## src/rtl/core/bvm_pkg.sv

```systemverilog
`default_nettype none

package bvm_pkg;

  // Size of the byte memory and of the register file.
  localparam int MEM_BYTES = 8192;
  localparam int NUM_REGS  = 8;

  localparam int MADDR_W = $clog2(MEM_BYTES);
  localparam int RIDX_W  = (NUM_REGS > 1) ? $clog2(NUM_REGS) : 1;

  // Operation codes of a decoded instruction.
  typedef enum logic [3:0] {
    OP_HALT  = 4'd0,
    OP_LOAD  = 4'd1,
    OP_STORE = 4'd2,
    OP_MOVE  = 4'd3,
    OP_PUTI  = 4'd4,
    OP_ADD   = 4'd5,
    OP_SUB   = 4'd6,
    OP_GT    = 4'd7,
    OP_GE    = 4'd8,
    OP_EQ    = 4'd9,
    OP_ITE   = 4'd10,
    OP_JUMP  = 4'd11
  } op_t;

  // Result status codes.
  typedef enum logic [1:0] {
    ST_RUN      = 2'd0,
    ST_HALT     = 2'd1,
    ST_MEMFAULT = 2'd2,
    ST_REGFAULT = 2'd3
  } status_t;

  // One register file write.
  typedef struct packed {
    logic              en;
    logic [RIDX_W-1:0] idx;
    logic [31:0]       data;
  } rf_wr_t;

endpackage

`default_nettype wire

```

## src/rtl/core/bvm_regfile.sv

```systemverilog
`default_nettype none

module bvm_regfile (
  input  wire logic                       clk,
  input  wire logic                       rst,
  input  wire logic                       rd_en,
  input  wire logic [bvm_pkg::RIDX_W-1:0] rd_idx_x,
  input  wire logic [bvm_pkg::RIDX_W-1:0] rd_idx_y,
  output logic [31:0]                     rd_data_x,
  output logic [31:0]                     rd_data_y,
  input  wire bvm_pkg::rf_wr_t            wr
);
  import bvm_pkg::*;

  logic [31:0]         mem [NUM_REGS];
  logic [NUM_REGS-1:0] vld;
  logic [31:0]         rd_x;
  logic [31:0]         rd_y;
  logic                rd_xv;
  logic                rd_yv;

  // An entry that was never written since reset reads as zero.
  always_ff @(posedge clk) begin
    if (rst) begin
      vld <= '0;
    end else if (wr.en) begin
      vld[wr.idx] <= 1'b1;
    end
  end

  always_ff @(posedge clk) begin
    if (wr.en) begin
      mem[wr.idx] <= wr.data;
    end
    if (rd_en) begin
      rd_x  <= mem[rd_idx_x];
      rd_y  <= mem[rd_idx_y];
      rd_xv <= vld[rd_idx_x];
      rd_yv <= vld[rd_idx_y];
    end
  end

  assign rd_data_x = rd_xv ? rd_x : '0;
  assign rd_data_y = rd_yv ? rd_y : '0;

endmodule

`default_nettype wire

```

## config.mk

```make
export PLATFORM = sky130hd
export DESIGN_NAME = bvm_regfile
export DESIGN_NICKNAME = d
export VERILOG_FILES = /design/src/rtl/core/bvm_pkg.sv /design/src/rtl/core/bvm_regfile.sv
export SDC_FILE = /design/constraint.sdc
export NUM_CORES = 1
export LEC_CHECK = 0
export BUFFER_PORTS_ARGS = -buffer_cell sky130_fd_sc_hd__clkbuf_2
export CAP_MARGIN = 10
export CORE_UTILIZATION = 60
export CTS_BUF_LIST = sky130_fd_sc_hd__clkbuf_8
export CTS_CLUSTER_DIAMETER = 150
export DETAILED_ROUTE_END_ITERATION = 6
export PLACE_DENSITY = 0.8
export SYNTH_ARGS = -nofsm -noshare
export SYNTH_HDL_FRONTEND = slang
export SYNTH_SLANG_ARGS = --single-unit
export TNS_END_PERCENT = 100
```

## constraint.sdc

```tcl
create_clock -name clk -period 2.9 [get_ports clk]
set_input_delay 0.29 -clock clk [delete_from_list [all_inputs] [get_ports clk]]
set_output_delay 0.29 -clock clk [all_outputs]
set_load 0.005 [all_outputs]
```

# Yosys cells after proc, flatten, opt, wreduce, memory -nomap -nowiden
# Memories as Yosys holds them, arrays and structs flattened. A register that Yosys moved wholly into a read port is not among the register bits.
# Cells that the tools add are included.
[totals]
ram_bits = 256
memories = 1
reg_bits = 10
[mem_list]
columns = ["name", "words", "word_bits", "read_ports", "rd_clocked_by_memory_dff", "wr", "line_no", "source"]
rows = [
  ["mem", 8, 32, 2, 2, 1, "bvm_regfile.sv:15", "logic [31:0] mem [NUM_REGS];"],
]
[op_classes]
order_cmp = 4
n_mux = 10
bitwise = 1
reduce_logical = 1
[op_table]
columns = ["cell", "n"]
rows = [
  ["32-bit 2-to-1 mux", 2],
  ["3-bit by 4-bit < comparator with 1-bit output (second input constant)", 3],
  ["8-bit OR", 1],
  ["1-bit binary-select mux with 3-bit select", 2],
  ["1-bit 2-to-1 mux", 5],
  ["1-bit demux with 3-bit select", 1],
  ["3-bit by 1-bit greater-or-equal comparator with 1-bit output (second input constant)", 1],
  ["1-bit logical AND", 1],
]

# Longest topological paths before layout
# Gate-level depths: netlist of run 1.
[depth]
word_depth = 5
depth_mapped = 4

# Worst setup path after synthesis of run 1
# OpenSTA, ideal clock, no wires.
[synth_path]
kind = "input -> register"
start = "input wr[32] (netlist bit)"
end = "memory mem[7][0], enable pin"
t_arrival_ps = 1699
slack_ps = 779
setup_time_ps = 422
n_path_buf = 0
t_required_ps = 2478
path_stages = 2
path_cell_list = "nand2_1 nor2_1"
[synth_lines]
columns = ["item", "line_no", "source"]
rows = [
  ["from (decl)", "bvm_regfile.sv:11", "input wire bvm_pkg::rf_wr_t wr"],
  ["to (decl)", "bvm_regfile.sv:15", ""],
]
# Straight into the memory's write port.

# Worst setup path in the final report of run 1
[layout_path]
start = "register rd_xv"
end = "output rd_data_x[29]"
[layout_via]
elab_chain_cells = 1
[layout_rtl]
columns = ["item", "line_no", "source"]
rows = [
  ["from (decl)", "bvm_regfile.sv:19", "logic rd_xv;"],
  ["from (signal assigned)", "bvm_regfile.sv:38", "rd_xv <= vld[rd_idx_x];"],
  ["32-bit 2-to-1 mux", "bvm_regfile.sv:43", "assign rd_data_x = rd_xv ? rd_x : '0;"],
  ["to (decl)", "bvm_regfile.sv:9", "output logic [31:0] rd_data_x,"],
]
# Every way passes these cells.

==> results.json, run 1 <==
{
  "wl_met2_mm": 15.75,
  "drive_gt1_share_pct": 45.73,
  "ioPinCount": 109,
  "cp_top_family": "flip-flops",
  "postCtsResizedCells": 0,
  "syn_nets": 713,
  "syn_to_final_growth_pct": 14.88,
  "fin_crit_ns": 2.317,
  "grt_first_pass_wirelength_mm": 44.77,
  "syn_inst": 668,
  "cts_setup_buffers": 0,
  "slew_headroom_pct": 35.17,
  "postPlaceCellArea_mm2": 0.01538,
  "diodes": 0,
  "synth.mux.area_fraction_pct": 25.94,
  "cp_max_fo": 20,
  "cp.buffers_inverters": 2,
  "grt_overflow_total": 0,
  "clk_latency_ns": 0.56,
  "syn_area_mm2": 0.01440,
  "clock-sinks": 330,
  "synth-seq-cells": 330,
  "grt_setup_unrepaired": "false",
  "design_area_mm2": 0.01655,
  "p_leak_nw": 5.697,
  "ys.flop_type": "edfxtp_1",
  "finalSetupViolCount": 0,
  "outcome": "complete, no violations",
  "synthSimpleGateAreaFrac_pct": 3.370,
  "synth_top_family_by_area": "multiplexers",
  "htreeDepth": 2,
  "clk_pin_slew_ns": 0.06,
  "detail-route-antenna-nets": 0,
  "cp_cell_sequence": "buf_4 > and2_1 > clkbuf_2",
  "fin_tns_setup_ns": 0,
  "synth.yosys.warnings": 0,
  "clk_path_buf_depth": 3,
  "synth_compound_gate_area_share_pct": 0.3040,
  "synth.top_cell.area_share_pct": 67.13,
  "synth_area_leaders": "edfxtp_1, mux4_2, mux2_2",
  "grt_usage_pct": 25.44,
  "drv_slew": 0,
  "multi_input_area_mm2": 0.004273,
  "grt_max_degree": 67,
  "viasPerCell": 6.233,
  "skew_ns": 0.01848,
  "fmax_ghz": 0.4316,
  "met1Wirelength_mm": 11.49,
  "dieArea_mm2": 0.02463,
  "hold_start": "wr[18]",
  "r2r_start": "mem[0][29]",
  "synth.most_common_cell": "edfxtp_1",
  "register_area_mm2": 0.009829,
  "antenna_found_initial": 2,
  "post-synth-top-area-cell": "edfxtp_1",
  "cts-root-buf": "clkbuf_8",
  "worstMarginPinSlew_ns": 0.9725,
  "dp_hpwl_mm": 17.99,
  "synth_cell_types": 20,
  "io_buffers": 108,
  "first_iter_violations": 511,
  "critPathKind": "flop to output pin",
  "cpMaxStageDelayCell": "edfxtp_1",
  "end_kind": "output pin",
  "synth.avg_cell_area_um2": 21.56,
  "synthArstFlopShare_pct": 0,
  "worstSetupStartpointType": "flop",
  "finalCritPeriodShare_pct": 79.89,
  "die_h_um": 156.9,
  "fp.coreArea_mm2": 0.02354,
  "p_per_area_mw_per_mm2": 599.7,
  "nets": 884,
  "totalWireLength_mm": 30.13,
  "rows": 56,
  "hp-class": "input port to flop",
  "die_w_um": 156.9,
  "synth_common_cells": "edfxtp_1, mux4_2, mux2_2, and2_1, clkbuf_1",
  "place.gp.congestion": 0.7493,
  "routedWlPerCell_um": 25.15,
  "initial_utilization_pct": 61.18,
  "cpPeakStageDelay_ns": 0.71,
  "grt_pass1_vias": 7923,
  "fill_cells": 1424,
  "synth_xor_area_share_pct": 0,
  "cts_buffers": 51,
  "maxCapViolCount": 0,
  "synth_fa_ha_area_share_pct": 0,
  "drt-pass1-iter-count": 4,
  "r2r_slack_ns": 1.37,
  "dr_wl_met3_mm": 2.153,
  "startpoint": "rd_xv",
  "peakVddDrop_v": 0.0003391,
  "synth_edf_count": 322,
  "vias": 7467,
  "cp_data_arrival_time_ns": 2.03,
  "worstPathRequired_ns": 2.61,
  "hold_viol_final": 0,
  "cts_tree": "built",
  "yosysSeqAreaShare_pct": 68.24,
  "drc": 0,
  "top_layer_used": "met5"
}
what timing repair did:
item / in CTS / in global routing
hold buffers: 23 / 0
hold endpoints to repair: 176 / 0
setup endpoints to repair: 0 / 0
sequential cells by signal (all words and copies together) (netlist names):
name   flops
rd_xv      1
rd_yv      1
vld        8
mem      256
rd_x      32
rd_y      32
path summary, 6_finish.rpt:
path                                 endpoint  cells past startpoint
worst max-delay path            rd_data_x[29]                      3
worst min-delay path               mem[7][18]                      1
worst max register to register       rd_x[29]                      2
worst min register to register         vld[5]                      2
metrics by stage:
step	power (W)	worst slack, ns	utilization (%)	hold WS, ns	instances
2_1_floorplan	0.006142	0.7794	-	0.3889	668
3_3_place_gp	0.006412	0.7766	65.33	0.4463	1082
3_5_place_dp	0.006464	0.7381	65.33	0.4569	1082
4_1_cts	0.009981	0.5619	70.29	0.001355	1198
5_1_grt	0.01024	0.5196	70.29	0.01666	1198
6_report	0.009924	0.5833	70.29	0.02972	1198
cell type report:
cell class / count / area share [%]
clock buffers: 55 / 4.575
clock inverters: 38 / 1.089
inverters: 14 / 0.3176
multi-input cells: 281 / 25.82
flip-flops and latches: 330 / 59.40
well taps: 319 / 2.412
repair buffers: 161 / 6.382
metal layers:
layer / global-route usage (%) / up-vias
met3: 4.928 / 68
met5: 0 / -
met4: 10.22 / 2
met2: 42.69 / 362
li1: - / 3155
met1: 33.13 / 3880
layout by cell type, fill, tap and decap left out, types with 7 or more instances in the layout:
cell type      instances
buf_4                 30
mux4_2               126
clkbuf_8              55
and2_1                64
inv_1                 23
mux2_2                66
edfxtp_1             322
dfxtp_1                8
a21oi_1                7
dlygate4sd3_1         23
clkinv_1              16
inv_2                  7
clkbuf_2             103
cells by family after synthesis:
family / after synthesis
AO/OA/AOI/OAI: 8
buffers and inverters: 57
flip-flops: 330
multiplexers: 198
AND/OR/NAND/NOR: 75
report_power, final:
group	switching, W	total, W	internal [W]	leakage, nW
registers	0.0000793	0.00555	0.00547	3.04
clock network	0.00171	0.00354	0.00183	0.532
logic	0.000398	0.000840	0.000441	2.13
total	0.00218	0.00992	0.00774	5.70
Power figures use the tool's default switching activity.
==> run 2, diff against run 1 <==
clock period = 2.4 ns   (was 2.9 ns; I/O delays follow)
==> run 2 against run 1 <==
Effect of this change:
- clock skew decreased by 0.0041 ns
- global-route usage increased by 0.50 points
- design area increased by 1.5%
- sequential power increased by 21%
- sequential share of layout area decreased by 0.87 points
- die area unchanged
- hold slack improved by 0.066 ns
- power increased by 22%
- critical path depth unchanged
- combinational power increased by 25%
- final cell count increased by 0.50%
==> results.json, run 2 (synthesis results as in run 1) <==
{
  "finalCritPeriodShare_pct": 83.71,
  "dp_hpwl_mm": 17.32,
  "grt_max_degree": 67,
  "ioPinCount": 109,
  "drt-pass1-iter-count": 5,
  "hold_path_end": "vld[7]",
  "final_cell_mix": "edfxtp_1, mux4_2, clkbuf_2, mux2_2, and2_1",
  "worstPathRequired_ns": 2.16,
  "r2r-end": "rd_x[29]",
  "fmax_ghz": 0.4977,
  "clk_pin_slew_ns": 0.06,
  "largest_reg_flops": 256,
  "slew_headroom_pct": 59.96,
  "totalWireLength_mm": 30.41,
  "first_iter_violations": 541,
  "p_per_area_mw_per_mm2": 721.6,
  "fin_tns_setup_ns": 0,
  "finalWorstSetupSlack_ns": 0.3909,
  "hold_viol_final": 0,
  "drc": 0,
  "worstSetupStartpointType": "flop",
  "hp-class": "input port to flop",
  "cts-root-buf": "clkbuf_8",
  "critPathKind": "flop to output pin",
  "peakVddDrop_v": 0.0004515,
  "initial_utilization_pct": 61.18,
  "grt_first_pass_wirelength_mm": 45.47,
  "detail-route-antenna-nets": 0,
  "r2r_slack_ns": 0.89,
  "skew_ns": 0.01442,
  "rows": 56,
  "io_buffers": 108,
  "end_kind": "output pin",
  "clk_latency_ns": 0.55,
  "vias": 7455,
  "clk_path_buf_depth": 3,
  "nets": 888,
  "die_h_um": 156.9,
  "syn_to_final_growth_pct": 16.58,
  "routedWlPerCell_um": 25.25,
  "die_w_um": 156.9,
  "ff2ff_path_depth": 2,
  "p_leak_nw": 5.763,
  "place.gp.congestion": 0.7286,
  "grt_pass1_vias": 8030,
  "r2r_start": "mem[0][29]",
  "grt_overflow_total": 0,
  "drv_slew": 0,
  "grt_usage_pct": 25.94,
  "fill_cells": 1377,
  "cp_data_arrival_time_ns": 1.77,
  "worstMarginPinSlew_ns": 0.5997,
  "largest_register": "mem",
  "clock-sinks": 330,
  "hold_start": "wr[34]",
  "antenna_found_initial": 0,
  "drive_gt1_share_pct": 45.42,
  "dieArea_mm2": 0.02463,
  "reg.largest.list": "mem x256, rd_x x32, rd_y x32",
  "grt_setup_unrepaired": "false",
  "diodes": 0,
  "fp.coreArea_mm2": 0.02354,
  "cp_max_fo": 23,
  "finalSetupViolCount": 0,
  "viasPerCell": 6.192,
  "fin_crit_ns": 2.009,
  "cts_buffers": 52,
  "min_delay_path_depth": 3,
  "pre_cts_slack_ns": 0.5259,
  "cts_tree": "built",
  "maxCapViolCount": 0,
  "postCtsResizedCells": 0,
  "layout_commonest_cell": "edfxtp_1",
  "htreeDepth": 2,
  "outcome": "complete, no violations"
}
==> run 2: cell count changes in the layout (fill, tap and decap cells not counted), sizes merged <==
cell	before	now
buf	35	28
bufinv	1	2
clkbuf	158	156
clkinv	19	31
clkinvlp	2	0
dlygate4sd3	23	33
inv	30	24
==> run 2: final cells by class <==
| class | count | area [um2] | area share (%) |
|---|---|---|---|
| flip-flops and latches | 330 | 9829 | 58.53 |
| multi-input cells | 281 | 4273 | 25.45 |
| repair buffers | 164 | 1279 | 7.615 |
| clock buffers | 53 | 729.5 | 4.344 |
| well taps | 319 | 399.1 | 2.377 |
| clock inverters | 43 | 230.2 | 1.371 |
| inverters | 14 | 52.55 | 0.3129 |
==> run 2: worst max-delay path by stage <==
| stage | startpoint | end | slack (ns) | cells after the start |
|---|---|---|---|---|
| 2_1_floorplan | wr[32] | mem[7][0] | 0.33 | 2 |
| 3_3_place_gp | rd_idx_x[0] | rd_x[29] | 0.54 | 4 |
| 3_5_place_dp | wr[34] | mem[0][20] | 0.53 | 4 |
| 4_1_cts | rd_xv | rd_data_x[31] | 0.35 | 3 |
| 5_1_grt | rd_xv | rd_data_x[31] | 0.31 | 3 |
| 6_report | rd_xv | rd_data_x[31] | 0.39 | 3 |
==> run 2: metal layers <==
metal  vias up  track usage (%)  wire length [um]
li1       3172                -                 -
met1      3834            33.74             11280
met2       400            43.96             16110
met3        49            4.763              2453
met4         0            10.04               558
met5         -                0                 0
==> run 2: repair_timing <==
action | 4_1_cts | 5_1_grt
endpoints found under the hold margin | 264 | 0
buffers inserted | 0 | 0
hold buffers | 33 | 0
==> run 2: worst max-delay path: stages (launching register included) <==
cell and delay [ns]:
edfxtp_1 0.64, buf_12 0.24, and2_1 0.20, clkbuf_2 0.14
==> run 2: per-stage QoR <==
step / area, um2 / std cells / power, W / hold slack, ns / util (%)
2_1_floorplan: 14400 / 668 / 0.007422 / 0.3389 / -
5_1_grt: 16790 / 1204 / 0.01252 / 0.1223 / 71.33
6_report: 16790 / 1204 / 0.01212 / 0.09561 / 71.33
4_1_cts: 16790 / 1204 / 0.01220 / 0.06973 / 71.33
3_3_place_gp: 15500 / 1075 / 0.007774 / 0.4445 / 65.85
3_5_place_dp: 15500 / 1075 / 0.007831 / 0.4512 / 65.85
==> run 2: power breakdown <==
group | internal [W] | switching [W]
Clock | 0.00228 | 0.00209
Combinational | 0.000561 | 0.000490
Sequential | 0.00661 | 0.0000958
Total | 0.00944 | 0.00267
==> run 3, diff against run 2 <==
clock period = 1.9 ns   (was 2.4 ns; I/O delays follow)
==> run 3 against run 2 <==
Effect of this change:
- first-iteration DRC count increased by 5.7%
- register-to-register slack worse by 0.50 ns
- sequential share of layout area decreased by 0.69 points
- utilization grew 0.85 points
- power up 28%
- worst setup slack lost 0.26 ns
- non-clock buffer count grew 14
- sequential cell count stayed put
- combinational power up 30%
- critical endpoint is now rd_data_x[29]
- largest power group unchanged
==> results.json, run 3 (synthesis results as in run 1) <==
{
  "place.gp.congestion": 0.7733,
  "ff2ff_path_depth": 2,
  "vias": 7413,
  "outcome": "complete, no violations",
  "clk_latency_ns": 0.56,
  "postPlaceCellArea_mm2": 0.01567,
  "grt_overflow_total": 0,
  "rows": 56,
  "grt_max_degree": 51,
  "cts_setup_buffers": 0,
  "power_w": 0.01555,
  "totalWireLength_mm": 29.98,
  "design_area_mm2": 0.01699,
  "detail-route-antenna-nets": 0,
  "reg.largest.list": "mem x256, rd_x x32, rd_y x32",
  "clk_pin_slew_ns": 0.06,
  "cts_tree": "built",
  "cp_data_arrival_time_ns": 1.58,
  "clock-sinks": 330,
  "hold_path_end": "rd_x[19]",
  "ioPinCount": 109,
  "fin_tns_setup_ns": 0,
  "end_kind": "output pin",
  "cp_cell_sequence": "buf_4 > and2_1 > clkbuf_2",
  "hold_viol_final": 0,
  "fp.coreArea_mm2": 0.02354,
  "cp_top_family": "buffers and inverters",
  "critPathKind": "flop to output pin",
  "grt_setup_unrepaired": "false",
  "cts_buffers": 51,
  "worstMarginPinSlew_ns": 0.4484,
  "drive_gt1_share_pct": 46.38,
  "die_w_um": 156.9,
  "peakVddDrop_v": 0.0004514,
  "antenna_found_initial": 0,
  "initial_utilization_pct": 61.18,
  "finalCritPeriodShare_pct": 92.99,
  "fmax_ghz": 0.5660,
  "grt_pass1_vias": 7937,
  "finalSetupViolCount": 0,
  "drt-pass1-iter-count": 5,
  "slew_headroom_pct": 70.11,
  "cts-root-buf": "clkbuf_8",
  "r2r_slack_ns": 0.39,
  "cp.buffers_inverters": 2,
  "drv_slew": 0,
  "final_cell_mix": "edfxtp_1, mux4_2, clkbuf_2, mux2_2, and2_1",
  "cp_max_fo": 21,
  "nets": 901,
  "viasPerCell": 6.096,
  "cpPeakStageDelay_ns": 0.36,
  "min_delay_path_depth": 1,
  "dp_hpwl_mm": 17.81,
  "die_h_um": 156.9,
  "skew_ns": 0.007850,
  "syn_to_final_growth_pct": 17.97,
  "htreeDepth": 2,
  "fin_crit_ns": 1.767,
  "hp-class": "input port to flop",
  "grt_usage_pct": 25.47,
  "first_iter_violations": 572,
  "clk_path_buf_depth": 3,
  "io_buffers": 108,
  "postCtsResizedCells": 0,
  "layout_commonest_cell": "edfxtp_1",
  "worstSetupStartpointType": "flop",
  "maxCapViolCount": 0,
  "hold_start": "rd_en",
  "largest_reg_flops": 256,
  "p_per_area_mw_per_mm2": 915.0,
  "dieArea_mm2": 0.02463,
  "grt_first_pass_wirelength_mm": 44.71,
  "r2r_start": "mem[5][31]",
  "drc": 0,
  "worstPathRequired_ns": 1.71,
  "diodes": 0,
  "cpMaxStageDelayCell": "edfxtp_1",
  "p_leak_nw": 5.860,
  "routedWlPerCell_um": 24.65,
  "largest_register": "mem",
  "r2r-end": "rd_x[31]"
}
-- run 3: cell count changes in the layout (fill, tap and decap cells not counted), moves of 3 or more --
cell / change
buf_4: +8
inv_1: +3
buf_12: +5
clkinv_2: -4
clkinvlp_4: +3
clkinv_1: -5
-- run 3: power by group --
group / internal, W / switching (W) / leakage [nW]
Clock: 0.00305 / 0.00268 / 0.556
Combinational: 0.000741 / 0.000625 / 2.27
Sequential: 0.00834 / 0.000116 / 3.04
Total: 0.0121 / 0.00342 / 5.86
-- run 3: timing repair --
action,4_1_cts,5_1_grt
endpoints found under the setup margin,0,0
hold endpoints to repair,264,0
hold buffers,33,0
-- run 3: final cells by class --
class | instances | area, um2
Clock inverter | 40 | 247.7
Inverter | 14 | 56.30
Multi-Input combinational cell | 281 | 4273
Clock buffer | 54 | 743.2
Timing Repair Buffer | 178 | 1444
Fill cell | 1362 | 6550
Tap cell | 319 | 399.1
Sequential cell | 330 | 9829
-- run 3: worst reg2reg max path, cell delays in order, from the launching register on --
cell	delay, ns
edfxtp_1	0.38
mux4_4	0.60
mux2_2	0.28
-- run 3: worst max-delay path by stage --
stage | from | to | slack (ns) | cells past startpoint
after floorplan | wr[34] | mem[0][0] | 0.25 | 2
after detailed placement | rd_idx_x[0] | rd_x[22] | 0.13 | 4
after global placement | rd_idx_x[0] | rd_x[22] | 0.17 | 4
after global routing | rd_xv | rd_data_x[31] | 0.02 | 3
after CTS | rd_xv | rd_data_x[29] | 0.10 | 3
final | rd_xv | rd_data_x[29] | 0.13 | 3
-- run 3: metal layers --
metal | share of wire, % | GRT usage, % | up-vias
li1 | - | - | 3191
met1 | 37 | 31.47 | 3854
met2 | 54 | 45.44 | 315
met3 | 6.7 | 4.460 | 53
met4 | 2.2 | 9.010 | 0
met5 | 0 | 0 | -
-- run 3: through the flow --
| step | hold slack (ns) | setup WS [ns] | util [%] | instances |
|---|---|---|---|---|
| after floorplan | 0.2889 | 0.2453 | - | 668 |
| after global placement | 0.4482 | 0.1697 | 66.57 | 1089 |
| after detailed placement | 0.4579 | 0.1305 | 66.57 | 1089 |
| after CTS | 0.01400 | 0.1026 | 72.18 | 1216 |
| after global routing | 0.01006 | 0.01516 | 72.18 | 1216 |
| final | 0.03001 | 0.1332 | 72.18 | 1216 |
